<file path="src/rlos_pkg.sv">
// Shared types and constants for the one-wire RGB LED serializer.
// Used by the register block, the pixel queue, the symbol engine and the top level.
`default_nettype none
package rlos_pkg;

  localparam int unsigned PIXEL_BITS  = 24;
  localparam int unsigned LEFT_W      = 5;
  localparam int unsigned QUEUE_DEPTH = 2;
  localparam int unsigned ADDR_W      = 5;
  localparam int unsigned DATA_W      = 32;

  // register indexes
  localparam logic [2:0] REG_ZERO_HIGH = 3'd0;
  localparam logic [2:0] REG_ZERO_LOW  = 3'd1;
  localparam logic [2:0] REG_ONE_HIGH  = 3'd2;
  localparam logic [2:0] REG_ONE_LOW   = 3'd3;
  localparam logic [2:0] REG_LATCH_LOW = 3'd4;

  localparam logic [7:0]  ZERO_HIGH_RST = 8'd6;
  localparam logic [7:0]  ZERO_LOW_RST  = 8'd18;
  localparam logic [7:0]  ONE_HIGH_RST  = 8'd14;
  localparam logic [7:0]  ONE_LOW_RST   = 8'd12;
  localparam logic [15:0] LATCH_LOW_RST = 16'd2000;

  // timing as seen by the symbol engine, zero already forced to one
  typedef struct packed {
    logic [7:0]  zero_high;
    logic [7:0]  zero_low;
    logic [7:0]  one_high;
    logic [7:0]  one_low;
    logic [15:0] latch_low;
  } timing_t;

  typedef struct packed {
    logic [PIXEL_BITS-1:0] bits;
    logic                  eof;
  } pixel_t;

  function automatic logic [7:0] min_one8(input logic [7:0] v);
    return (v == 8'd0) ? 8'd1 : v;
  endfunction

  function automatic logic [15:0] min_one16(input logic [15:0] v);
    return (v == 16'd0) ? 16'd1 : v;
  endfunction

endpackage
`default_nettype wire

</file>
<file path="src/rgb_led_one_wire_serializer_unit.sv">
// One-wire RGB LED pulse encoder, top level: registers, pixel queue, symbol engine.
// A pixel request is written to the queue, popped into the engine's shift register, then
// registered as its first symbol. Throughput: one symbol per cycle the consumer takes; the
// next pixel is popped only once the last symbol is sent. The pulse consumer normally sets the pace.
// Reset: asynchronous, clears queue and engine, loads the timing registers' defaults.
// Depends on rlos_pkg, rlos_cfg, rlos_front and rlos_back.
`default_nettype none
module rgb_led_one_wire_serializer_unit #(
  parameter int unsigned QueueDepth = rlos_pkg::QUEUE_DEPTH
) (
  input  wire logic                         clk_i,
  input  wire logic                         rst_ni,
  input  wire logic                         psel,
  input  wire logic                         penable,
  input  wire logic                         pwrite,
  input  wire logic [rlos_pkg::ADDR_W-1:0]  paddr,
  input  wire logic [rlos_pkg::DATA_W-1:0]  pwdata,
  output logic      [rlos_pkg::DATA_W-1:0]  prdata,
  output logic                              pready,
  input  wire logic                         in_valid_i,
  output logic                              in_ready_o,
  input  wire logic [7:0]                   green_i,
  input  wire logic [7:0]                   red_i,
  input  wire logic [7:0]                   blue_i,
  input  wire logic                         end_of_frame_i,
  output logic                              out_valid_o,
  input  wire logic                         out_ready_i,
  output logic [7:0]                        high_time_o,
  output logic [15:0]                       low_time_o,
  output logic                              bit_sent_o,
  output logic                              is_latch_o,
  output logic                              last_symbol_o
);

  rlos_pkg::timing_t timing;
  rlos_pkg::pixel_t  q_pixel;
  logic              q_valid, q_pop;

  rlos_cfg u_cfg (
    .clk_i    (clk_i),
    .rst_ni   (rst_ni),
    .psel     (psel),
    .penable  (penable),
    .pwrite   (pwrite),
    .paddr    (paddr),
    .pwdata   (pwdata),
    .prdata   (prdata),
    .pready   (pready),
    .timing_o (timing)
  );

  rlos_front #(.Depth(QueueDepth)) u_front (
    .clk_i          (clk_i),
    .rst_ni         (rst_ni),
    .in_valid_i     (in_valid_i),
    .in_ready_o     (in_ready_o),
    .green_i        (green_i),
    .red_i          (red_i),
    .blue_i         (blue_i),
    .end_of_frame_i (end_of_frame_i),
    .q_valid_o      (q_valid),
    .q_pop_i        (q_pop),
    .q_pixel_o      (q_pixel)
  );

  rlos_back u_back (
    .clk_i         (clk_i),
    .rst_ni        (rst_ni),
    .timing_i      (timing),
    .q_valid_i     (q_valid),
    .q_pop_o       (q_pop),
    .q_pixel_i     (q_pixel),
    .out_valid_o   (out_valid_o),
    .out_ready_i   (out_ready_i),
    .high_time_o   (high_time_o),
    .low_time_o    (low_time_o),
    .bit_sent_o    (bit_sent_o),
    .is_latch_o    (is_latch_o),
    .last_symbol_o (last_symbol_o)
  );

`ifndef NO_ASSERTIONS
  // the latch symbol carries no high part and always closes the pixel
  a_latch_shape: assert property (@(posedge clk_i) disable iff (!rst_ni)
    out_valid_o && is_latch_o |-> high_time_o == 8'd0 && !bit_sent_o && last_symbol_o)
    else $error("latch symbol malformed");

  // data symbols never have an empty high part
  a_data_high: assert property (@(posedge clk_i) disable iff (!rst_ni)
    out_valid_o && !is_latch_o |-> high_time_o != 8'd0)
    else $error("data symbol with zero high time");

  // no symbol has an empty low part
  a_low_nonzero: assert property (@(posedge clk_i) disable iff (!rst_ni)
    out_valid_o |-> low_time_o != 16'd0)
    else $error("symbol with zero low time");

  // a data symbol flagged last leaves no latch behind it
  a_last_ends: assert property (@(posedge clk_i) disable iff (!rst_ni)
    out_valid_o && out_ready_i && last_symbol_o |=> !(out_valid_o && is_latch_o))
    else $error("latch after last symbol");
`endif

endmodule
`default_nettype wire

</file>
<file path="src/rlos_cfg.sv">
// APB-style timing registers for the LED serializer.
// Depends on rlos_pkg for register indexes, reset values and timing_t.
`default_nettype none
module rlos_cfg (
  input  wire logic                         clk_i,
  input  wire logic                         rst_ni,
  input  wire logic                         psel,
  input  wire logic                         penable,
  input  wire logic                         pwrite,
  input  wire logic [rlos_pkg::ADDR_W-1:0]  paddr,
  input  wire logic [rlos_pkg::DATA_W-1:0]  pwdata,
  output logic      [rlos_pkg::DATA_W-1:0]  prdata,
  output logic                              pready,
  output rlos_pkg::timing_t                 timing_o
);

  logic [7:0]  zero_high_q, zero_low_q, one_high_q, one_low_q;
  logic [15:0] latch_low_q;
  logic [2:0]  idx;
  logic        wr_en;

  assign idx    = paddr[4:2];
  assign wr_en  = psel && penable && pwrite;
  assign pready = 1'b1;

  always_ff @(posedge clk_i or negedge rst_ni) begin
    if (!rst_ni) begin
      zero_high_q <= rlos_pkg::ZERO_HIGH_RST;
      zero_low_q  <= rlos_pkg::ZERO_LOW_RST;
      one_high_q  <= rlos_pkg::ONE_HIGH_RST;
      one_low_q   <= rlos_pkg::ONE_LOW_RST;
      latch_low_q <= rlos_pkg::LATCH_LOW_RST;
    end else if (wr_en) begin
      case (idx)
        rlos_pkg::REG_ZERO_HIGH: zero_high_q <= pwdata[7:0];
        rlos_pkg::REG_ZERO_LOW:  zero_low_q  <= pwdata[7:0];
        rlos_pkg::REG_ONE_HIGH:  one_high_q  <= pwdata[7:0];
        rlos_pkg::REG_ONE_LOW:   one_low_q   <= pwdata[7:0];
        rlos_pkg::REG_LATCH_LOW: latch_low_q <= pwdata[15:0];
        default: ;
      endcase
    end
  end

  always_comb begin
    case (idx)
      rlos_pkg::REG_ZERO_HIGH: prdata = {24'd0, zero_high_q};
      rlos_pkg::REG_ZERO_LOW:  prdata = {24'd0, zero_low_q};
      rlos_pkg::REG_ONE_HIGH:  prdata = {24'd0, one_high_q};
      rlos_pkg::REG_ONE_LOW:   prdata = {24'd0, one_low_q};
      rlos_pkg::REG_LATCH_LOW: prdata = {16'd0, latch_low_q};
      default:                 prdata = '0;
    endcase
  end

  always_comb begin
    timing_o.zero_high = rlos_pkg::min_one8(zero_high_q);
    timing_o.zero_low  = rlos_pkg::min_one8(zero_low_q);
    timing_o.one_high  = rlos_pkg::min_one8(one_high_q);
    timing_o.one_low   = rlos_pkg::min_one8(one_low_q);
    timing_o.latch_low = rlos_pkg::min_one16(latch_low_q);
  end

endmodule
`default_nettype wire

</file>
<file path="src/rlos_front.sv">
// Front end: takes pixel requests, packs them and holds them in a small queue.
// Depends on rlos_pkg for pixel_t.
`default_nettype none
module rlos_front #(
  parameter int unsigned Depth = rlos_pkg::QUEUE_DEPTH
) (
  input  wire logic              clk_i,
  input  wire logic              rst_ni,
  input  wire logic              in_valid_i,
  output logic                   in_ready_o,
  input  wire logic [7:0]        green_i,
  input  wire logic [7:0]        red_i,
  input  wire logic [7:0]        blue_i,
  input  wire logic              end_of_frame_i,
  output logic                   q_valid_o,
  input  wire logic              q_pop_i,
  output rlos_pkg::pixel_t       q_pixel_o
);

  localparam int unsigned PtrW = (Depth > 1) ? $clog2(Depth) : 1;
  localparam int unsigned CntW = $clog2(Depth + 1);
  localparam logic [PtrW-1:0] PtrLast = PtrW'(Depth - 1);
  localparam logic [CntW-1:0] CntFull = CntW'(Depth);

  rlos_pkg::pixel_t    mem_q [Depth];
  logic [PtrW-1:0]     wr_ptr_q, rd_ptr_q;
  logic [CntW-1:0]     cnt_q;
  logic                push, pop;

  assign in_ready_o = (cnt_q != CntFull);
  assign q_valid_o  = (cnt_q != '0);
  assign push       = in_valid_i && in_ready_o;
  assign pop        = q_pop_i && q_valid_o;
  assign q_pixel_o  = mem_q[rd_ptr_q];

  always_ff @(posedge clk_i) begin
    if (push) begin
      mem_q[wr_ptr_q] <= '{bits: {green_i, red_i, blue_i}, eof: end_of_frame_i};
    end
  end

  always_ff @(posedge clk_i or negedge rst_ni) begin
    if (!rst_ni) begin
      wr_ptr_q <= '0;
      rd_ptr_q <= '0;
      cnt_q    <= '0;
    end else begin
      if (push) wr_ptr_q <= (wr_ptr_q == PtrLast) ? '0 : wr_ptr_q + 1'b1;
      if (pop)  rd_ptr_q <= (rd_ptr_q == PtrLast) ? '0 : rd_ptr_q + 1'b1;
      if (push && !pop)      cnt_q <= cnt_q + 1'b1;
      else if (pop && !push) cnt_q <= cnt_q - 1'b1;
    end
  end

endmodule
`default_nettype wire

</file>
<file path="src/rlos_back.sv">
// Back end: shifts a queued pixel out as pulse symbols through an output register.
// Depends on rlos_pkg for pixel_t, timing_t and the pixel width.
`default_nettype none
module rlos_back (
  input  wire logic              clk_i,
  input  wire logic              rst_ni,
  input  wire rlos_pkg::timing_t timing_i,
  input  wire logic              q_valid_i,
  output logic                   q_pop_o,
  input  wire rlos_pkg::pixel_t  q_pixel_i,
  output logic                   out_valid_o,
  input  wire logic              out_ready_i,
  output logic [7:0]             high_time_o,
  output logic [15:0]            low_time_o,
  output logic                   bit_sent_o,
  output logic                   is_latch_o,
  output logic                   last_symbol_o
);

  localparam logic [rlos_pkg::LEFT_W-1:0] AllBits = rlos_pkg::LEFT_W'(rlos_pkg::PIXEL_BITS);
  localparam logic [rlos_pkg::LEFT_W-1:0] OneLeft = rlos_pkg::LEFT_W'(1);

  logic                              busy_q, latch_q, out_valid_q;
  logic [rlos_pkg::PIXEL_BITS-1:0]   shift_q;
  logic [rlos_pkg::LEFT_W-1:0]       left_q;
  logic                              advance, emit, data_sym, cur_bit;

  assign advance  = !out_valid_q || out_ready_i;
  assign emit     = busy_q && advance;
  assign data_sym = (left_q != '0);
  assign cur_bit  = shift_q[rlos_pkg::PIXEL_BITS-1];
  assign q_pop_o  = !busy_q && q_valid_i;
  assign out_valid_o = out_valid_q;

  always_ff @(posedge clk_i or negedge rst_ni) begin
    if (!rst_ni) begin
      busy_q      <= 1'b0;
      latch_q     <= 1'b0;
      left_q      <= '0;
      out_valid_q <= 1'b0;
    end else begin
      if (advance) out_valid_q <= busy_q;
      if (q_pop_o) begin
        busy_q  <= 1'b1;
        left_q  <= AllBits;
        latch_q <= q_pixel_i.eof;
      end else if (emit) begin
        if (data_sym) begin
          left_q <= left_q - 1'b1;
          if (left_q == OneLeft && !latch_q) busy_q <= 1'b0;
        end else begin
          latch_q <= 1'b0;
          busy_q  <= 1'b0;
        end
      end
    end
  end

  // payload: shift register and output fields
  always_ff @(posedge clk_i) begin
    if (q_pop_o) begin
      shift_q <= q_pixel_i.bits;
    end else if (emit && data_sym) begin
      shift_q <= {shift_q[rlos_pkg::PIXEL_BITS-2:0], 1'b0};
    end
    if (emit) begin
      if (data_sym) begin
        high_time_o   <= cur_bit ? timing_i.one_high : timing_i.zero_high;
        low_time_o    <= {8'd0, cur_bit ? timing_i.one_low : timing_i.zero_low};
        bit_sent_o    <= cur_bit;
        is_latch_o    <= 1'b0;
        last_symbol_o <= (left_q == OneLeft) && !latch_q;
      end else begin
        high_time_o   <= 8'd0;
        low_time_o    <= timing_i.latch_low;
        bit_sent_o    <= 1'b0;
        is_latch_o    <= 1'b1;
        last_symbol_o <= 1'b1;
      end
    end
  end

endmodule
`default_nettype wire
</file>
<file path="config.mk">
export PLATFORM = sky130hd
export DESIGN_NAME = rgb_led_one_wire_serializer_unit
export DESIGN_NICKNAME = d
export VERILOG_FILES = /design/src/rlos_pkg.sv /design/src/rgb_led_one_wire_serializer_unit.sv /design/src/rlos_cfg.sv /design/src/rlos_front.sv /design/src/rlos_back.sv
export SDC_FILE = /design/constraint.sdc
export NUM_CORES = 1
export LEC_CHECK = 0
export BUFFER_PORTS_ARGS = -buffer_cell sky130_fd_sc_hd__clkbuf_2
export CORE_UTILIZATION = 30
export DETAILED_ROUTE_END_ITERATION = 12
export PLACE_DENSITY_LB_ADDON = 0.25
export SLEW_MARGIN = 30
export SYNTH_ARGS = -nofsm -noshare
export SYNTH_HDL_FRONTEND = slang
export SYNTH_SLANG_ARGS = --single-unit
</file>
<file path="constraint.sdc">
create_clock -name clk_i -period 2.15 [get_ports clk_i]
set_clock_uncertainty 0.05 [all_clocks]
set_input_delay 0.43 -clock clk_i [delete_from_list [all_inputs] [get_ports clk_i]]
set_output_delay 0.43 -clock clk_i [all_outputs]
set_load 0.05 [all_outputs]
</file>
# After elaboration in Yosys (flattened, before gate mapping)

Memory sizes are Yosys's and may differ from the RTL's.
Cells that the tools add are included.

Register bits after elaboration: 111
Memory bits (writable): 50
Bits of input ports: 69
Logic and storage cells: 98
Memories kept: 1

$add $sub $neg: 5
Eq/ne operators: 8
Multiplexer cells: 28
Reductions and logical operators: 37

Memory list:

| name          | depth | width | read ports | clocked after memory_dff | write ports | RTL line         | source |
|---|---|---|---|---|---|---|---|
| u_front.mem_q | 2     | 25    | 1          | 0                        | 1           | rlos_front.sv:25 | `rlos_pkg::pixel_t mem_q [Depth];` |

Operator list:

| cell                                                                   | count |
|---|---|
| 16-bit one-hot mux with 5 select lines                                 | 1 |
| 8-bit two-way mux                                                      | 8 |
| 24-bit two-way mux                                                     | 2 |
| 8-bit zero test                                                        | 4 |
| 16-bit zero test                                                       | 1 |
| 2-bit AND reduction                                                    | 8 |
| 5-bit two-way mux                                                      | 3 |
| 1-bit two-way mux                                                      | 12 |
| 1-bit logical AND                                                      | 10 |
| 2-bit nonzero test                                                     | 5 |
| 3-bit by 2-bit equality test with 1-bit output (second input constant) | 2 |
| 5-bit by 1-bit equality test with 1-bit output (second input constant) | 1 |
| 1-bit zero test                                                        | 5 |
| 5-bit nonzero test                                                     | 1 |
| 5-bit by 1-bit subtractor with 5-bit output (second input constant)    | 1 |
| 2-bit two-way mux                                                      | 2 |
| 2-bit != test (second input constant)                                  | 2 |
| 3-bit by 1-bit equality test with 1-bit output (second input constant) | 1 |
| 3-bit equality test (second input constant)                            | 1 |
| 3-bit zero test                                                        | 1 |
| 3-bit != test (second input constant)                                  | 1 |
| 1-bit adder (second input constant)                                    | 2 |
| 2-bit by 1-bit adder with 2-bit output (second input constant)         | 1 |
| 2-bit OR reduction                                                     | 1 |
| other kinds (2)                                                        | 2 |

# Logic depth before layout (Yosys ltp)

Depth after elaboration: 6
Depth in mapped cells: 7
Mapped depth without buffers: 7

# By module

Synthesis repeated with hierarchy kept, for this count alone.

Cell total of the unflattened synthesis: 560
Area total of the unflattened synthesis: 7443.4 um^2

By module, submodules not included:

| module     | instances | cells each | area each (um^2) | seq. area each (um^2) |
|---|---|---|---|---|
| rlos_cfg   | 1         | 236        | 2695.1           | 1219.9 |
| rlos_back  | 1         | 228        | 2648.8           | 1731.7 |
| rlos_front | 1         | 96         | 2099.5           | 1601.5 |

# Worst setup path before layout

OpenSTA, ideal clock, no wires.

Path kind: register -> register
Start point: reg u_front.cnt_q[0]
End point: mem u_front.mem_q[0][0] (netlist bit), enable pin
Setup time: 0.407 ns
Arrival: 2.178 ns
Setup slack: -0.485 ns
Cell stages (with the launch flop): 4
Clock period less this slack: 2.635 ns
Cell sequence: dfrtp_1 > nand2b_1 > nand2_1 > nor2_1

Longest elaborated chain between the ends: 4

RTL lines:

| item                                    | RTL line                               | source |
|---|---|---|
| start: declaration                      | rlos_front.sv:27                       | `logic [CntW-1:0] cnt_q;` |
| start signal: assignment                | rlos_front.sv:50                       | `if (push && !pop) cnt_q <= cnt_q + 1'b1;` |
| start signal: assignment                | rlos_front.sv:51                       | `else if (pop && !push) cnt_q <= cnt_q - 1'b1;` |
| 2-bit != test                           | rlos_front.sv:30                       | `assign in_ready_o = (cnt_q != CntFull);` |
| net in_ready_o                          | rgb_led_one_wire_serializer_unit.sv:21 | `output logic in_ready_o,` |
| 1-bit logical AND                       | rlos_front.sv:32                       | `assign push = in_valid_i && in_ready_o;` |
| 1-bit two-way mux                       | rlos_front.sv:37                       | `if (push) begin` |
| 1-bit two-way mux (not written as such) | rlos_front.sv:38                       | `mem_q[wr_ptr_q] <= '{bits: {green_i, red_i, blue_i}, eof: end_of_frame_i};` |
| end: declaration                        | rlos_front.sv:25                       |  |

The timed path passes the listed nets, and every way through them passes these cells.

# Worst setup path after layout

Start point: in paddr[2] (netlist bit)
End point: out prdata[15] (netlist bit)

Longest elaborated chain between the ends: 2

RTL lines:

| item                                              | RTL line                               | source |
|---|---|---|
| start: declaration                                | rgb_led_one_wire_serializer_unit.sv:16 | `input wire logic [rlos_pkg::ADDR_W-1:0] paddr,` |
| 3-bit equality test, or another cell as far along | rlos_cfg.sv:46                         | `case (idx)` |
| 16-bit one-hot mux with 5 select lines *          | rlos_cfg.sv:46                         |  |
| end: declaration                                  | rgb_led_one_wire_serializer_unit.sv:18 | `output logic [rlos_pkg::DATA_W-1:0] prdata,` |

Every way passes the cells marked *; elsewhere a longest branch is shown, timed or not.

==> results.md <==
- CTS tree: yes
- Synth Area per Inst: 14.4 um^2
- HPWL after DPL: between 9000 and 10,000 um
- Slew HR: 0.661
- Ports: 131
- H-tree depth: 4
- Worst Max-Slew Pin Slew: 0.504 ns
- Largest net degree at the start of global routing: 61
- Critical path data required time: 1.67 ns
- Num CTS Buffers: 17
- # fillers: 2,187
- DRC viols: 0
- Worst skew pair latency: 0.43 ns
- Cell family with most CP delay: buffers and inverters
- RePlAce Congestion: 0.786
- Setup TNS: 0 ns
- Gr usage total: 0.127
- Crit Path Category: in2out
- Fin crit share: 0.978
- First-pass GRT wire length: 23,300 um
- Die width: 155 um
- DR WL/cell: 15.5 um
- VDD IR max: 0.517 mV
- DR vias: 4,304
- Critical Path Fanout Max: 10
- CTS Root Cell: clkbuf_16
- Row cnt: 55
- Iteration-0 DRC count of the detailed router: 181
- Setup-failing EPs final: 0
- Post-layout nets: 675
- Max Used Layer: met4
- P&R area growth vs syn: 25.0%
- Synth Warn #: 0
- Drt via density: 4.64
- Crit path time final: 2.10 ns
- Most common cell after layout, fill and taps aside: edfxtp_1
- Most frequent cells in the layout: edfxtp_1, clkbuf_2, mux2_2
- WL met1: roughly 6400 um
- Sequential cell area: between 0.004 and 0.005 mm^2
- Leak: 3.62 nW
- Total power divided by cell area: 1300 mW/mm^2
- WL met3: 810 um
- CP Capture Type: output pin
- CTS Buffer Depth: 2
- Worst Path Buf+Inv: 4
- Routed Wire Length: 14,400 um
- Starting density of the core: 0.307
- Area of the core: 0.0228 mm^2
- Critical path cell sequence: buf_2 -> buf_12 -> nor2_4 -> buf_4 -> and3_1 -> buf_2
- DR WL met2: 6860 um
- Post-synthesis instance area: 0.00700 mm^2
- Layout cells sized above 1: 0.395
- Port Buffers: 95
- Reg2reg setup slack: 0.24 ns
- ANT nets after route: 0
- Max Cap Viol: 0
- Seq cells post-synth: 161
- Synth area leaders: edfxtp_1, dfrtp_1, mux2_2, dfstp_2, mux2i_1
- Class of the worst hold path: in2reg
- Gr ovfl total: 0
- CP Launch Type: primary input
- Die Span Y: 155 um
- Slowest-stage cell, CP: nor2_4
- Die area: 0.0240 mm^2
- CP peak stage delay: 0.26 ns
- RSZ-0062 raised after global routing: true
- Status: finished clean
- Max Freq: 475 MHz
- Antenna violations before repair: 0
- Final Non-Filler Cells: 928
- Total power: between 10 and 15 mW
- CP dominant cell by count: buf_2
- Synth top area share: 0.433
- Cell taking the most area after synthesis: edfxtp_1
- Final hold vios: 0
- Seq/Total Area, Yosys: 0.650
- Placed Cells: 892
- Clock sink count: roughly 160
- Clock transition at path regs: approximately 0.070 ns
- Slew Limit Fails: 0
- Drt pass-1 iters: 4
- Critical path arrival: 1.62 ns
- Inserted Diodes: 0
- Number of global-route vias before repair: about 4,400
- Post-Synthesis Cells: 487
- Multi-input gate area: 0.00230 mm^2
- Netlist cell types: 42
-- synthesized netlist by cell type, drive strengths merged --
master,instances
nor4,11
or4,1
xnor2,3
nand4,2
nand2,35
or3,3
a211o,2
a22oi,16
mux2,56
a221oi,1
and3,17
o21bai,1
nor4b,3
nor3,6
nand2b,3
ha,4
a21oi,5
and2,2
and2b,1
nor2,13
dfstp,15
buf,29
a211oi,2
o21ai,34
xor2,2
inv,6
mux2i,39
clkbuf,11
nand3b,1
nor2b,2
conb,2
nand3,5
dfrtp,45
edfxtp,101
o22ai,8
-- layout make-up --
cell class | count | area share
Sequential cell | 161 | 0.520
Clock inverter | 15 | 0.0194
Timing Repair Buffer | 121 | 0.102
Tap cell | 313 | 0.0447
Multi-Input combinational cell | 295 | 0.263
Clock buffer | 17 | 0.0486
Inverter | 6 | 0.00257
-- per-layer routing --
metal / global-route usage / up-vias
met5: 0 / -
met4: 0.0533 / 0
met3: 0.0367 / 22
met2: 0.207 / 132
met1: 0.157 / 2123
li1: - / 2027
-- metrics by stage --
step	utilization	hold WS, ns	worst slack [ns]	cell area, um^2
detailed placement	0.356	0.421	-0.0661	8110
CTS	0.383	0.113	0.00258	8720
global route	0.385	0.109	-0.0145	8760
global placement	0.356	0.417	-0.00751	8110
finish	0.385	0.136	0.0466	8760
floorplan	-	0.0844	0.000775	7120
-- final timing paths --
check	start	endpoint	cells past startpoint
worst min-delay path	red_i[4]	u_front.mem_q[0][13]	1
worst max register to register	u_back.left_q[0]	u_back.shift_q[22]	6
max in group asynchronous	rst_ni	u_cfg.latch_low_q[7]	3
min in group asynchronous	rst_ni	u_cfg.zero_high_q[6]	3
worst min register to register	u_back.shift_q[5]	u_back.shift_q[6]	2
worst max-delay path	paddr[2]	prdata[15]	6
-- power breakdown --
group / internal (mW) / switching, mW / total [mW]
Combinational: 1.22 / 2.16 / 3.38
Clock: 1.56 / 1.42 / 2.98
Sequential: 4.53 / 0.486 / 5.02
Total: 7.31 / 4.07 / 11.4
-- registers in the layout, indices dropped and copies added, names as in the netlist, 5 cells and up --
name and flops:
u_back.left_q 5, u_cfg.one_high_q 8, u_back.high_time_o 8, u_cfg.zero_high_q 8
u_cfg.one_low_q 8, u_back.low_time_o 16, u_front.mem_q 50, u_back.shift_q 24
u_cfg.zero_low_q 8, u_cfg.latch_low_q 16
-- kinds of logic after synthesis --
| group | after synthesis | share of synthesized area |
|---|---|---|
| and+or+nand+nor | 105 | 0.0904 |
| DFF | 161 | 0.650 |
| xor gates and xnor gates | 5 | 0.00625 |
| muxes | 95 | 0.146 |
| other | 2 | 0.00107 |
| buffers and inverters | 46 | 0.0397 |
| adders and majority gates | 4 | 0.00715 |
| AOI/OAI and AO/OA | 69 | 0.0597 |
-- timing repair --
item | CTS | global route
setup endpoints to repair | 8 | 12
hold buffers | 1 | 0
resized for setup | 1 | 16
buffers inserted | 0 | 3
hold endpoints to repair | 45 | 0
pin swaps | 0 | 2
(Power assumes the default switching activity.)
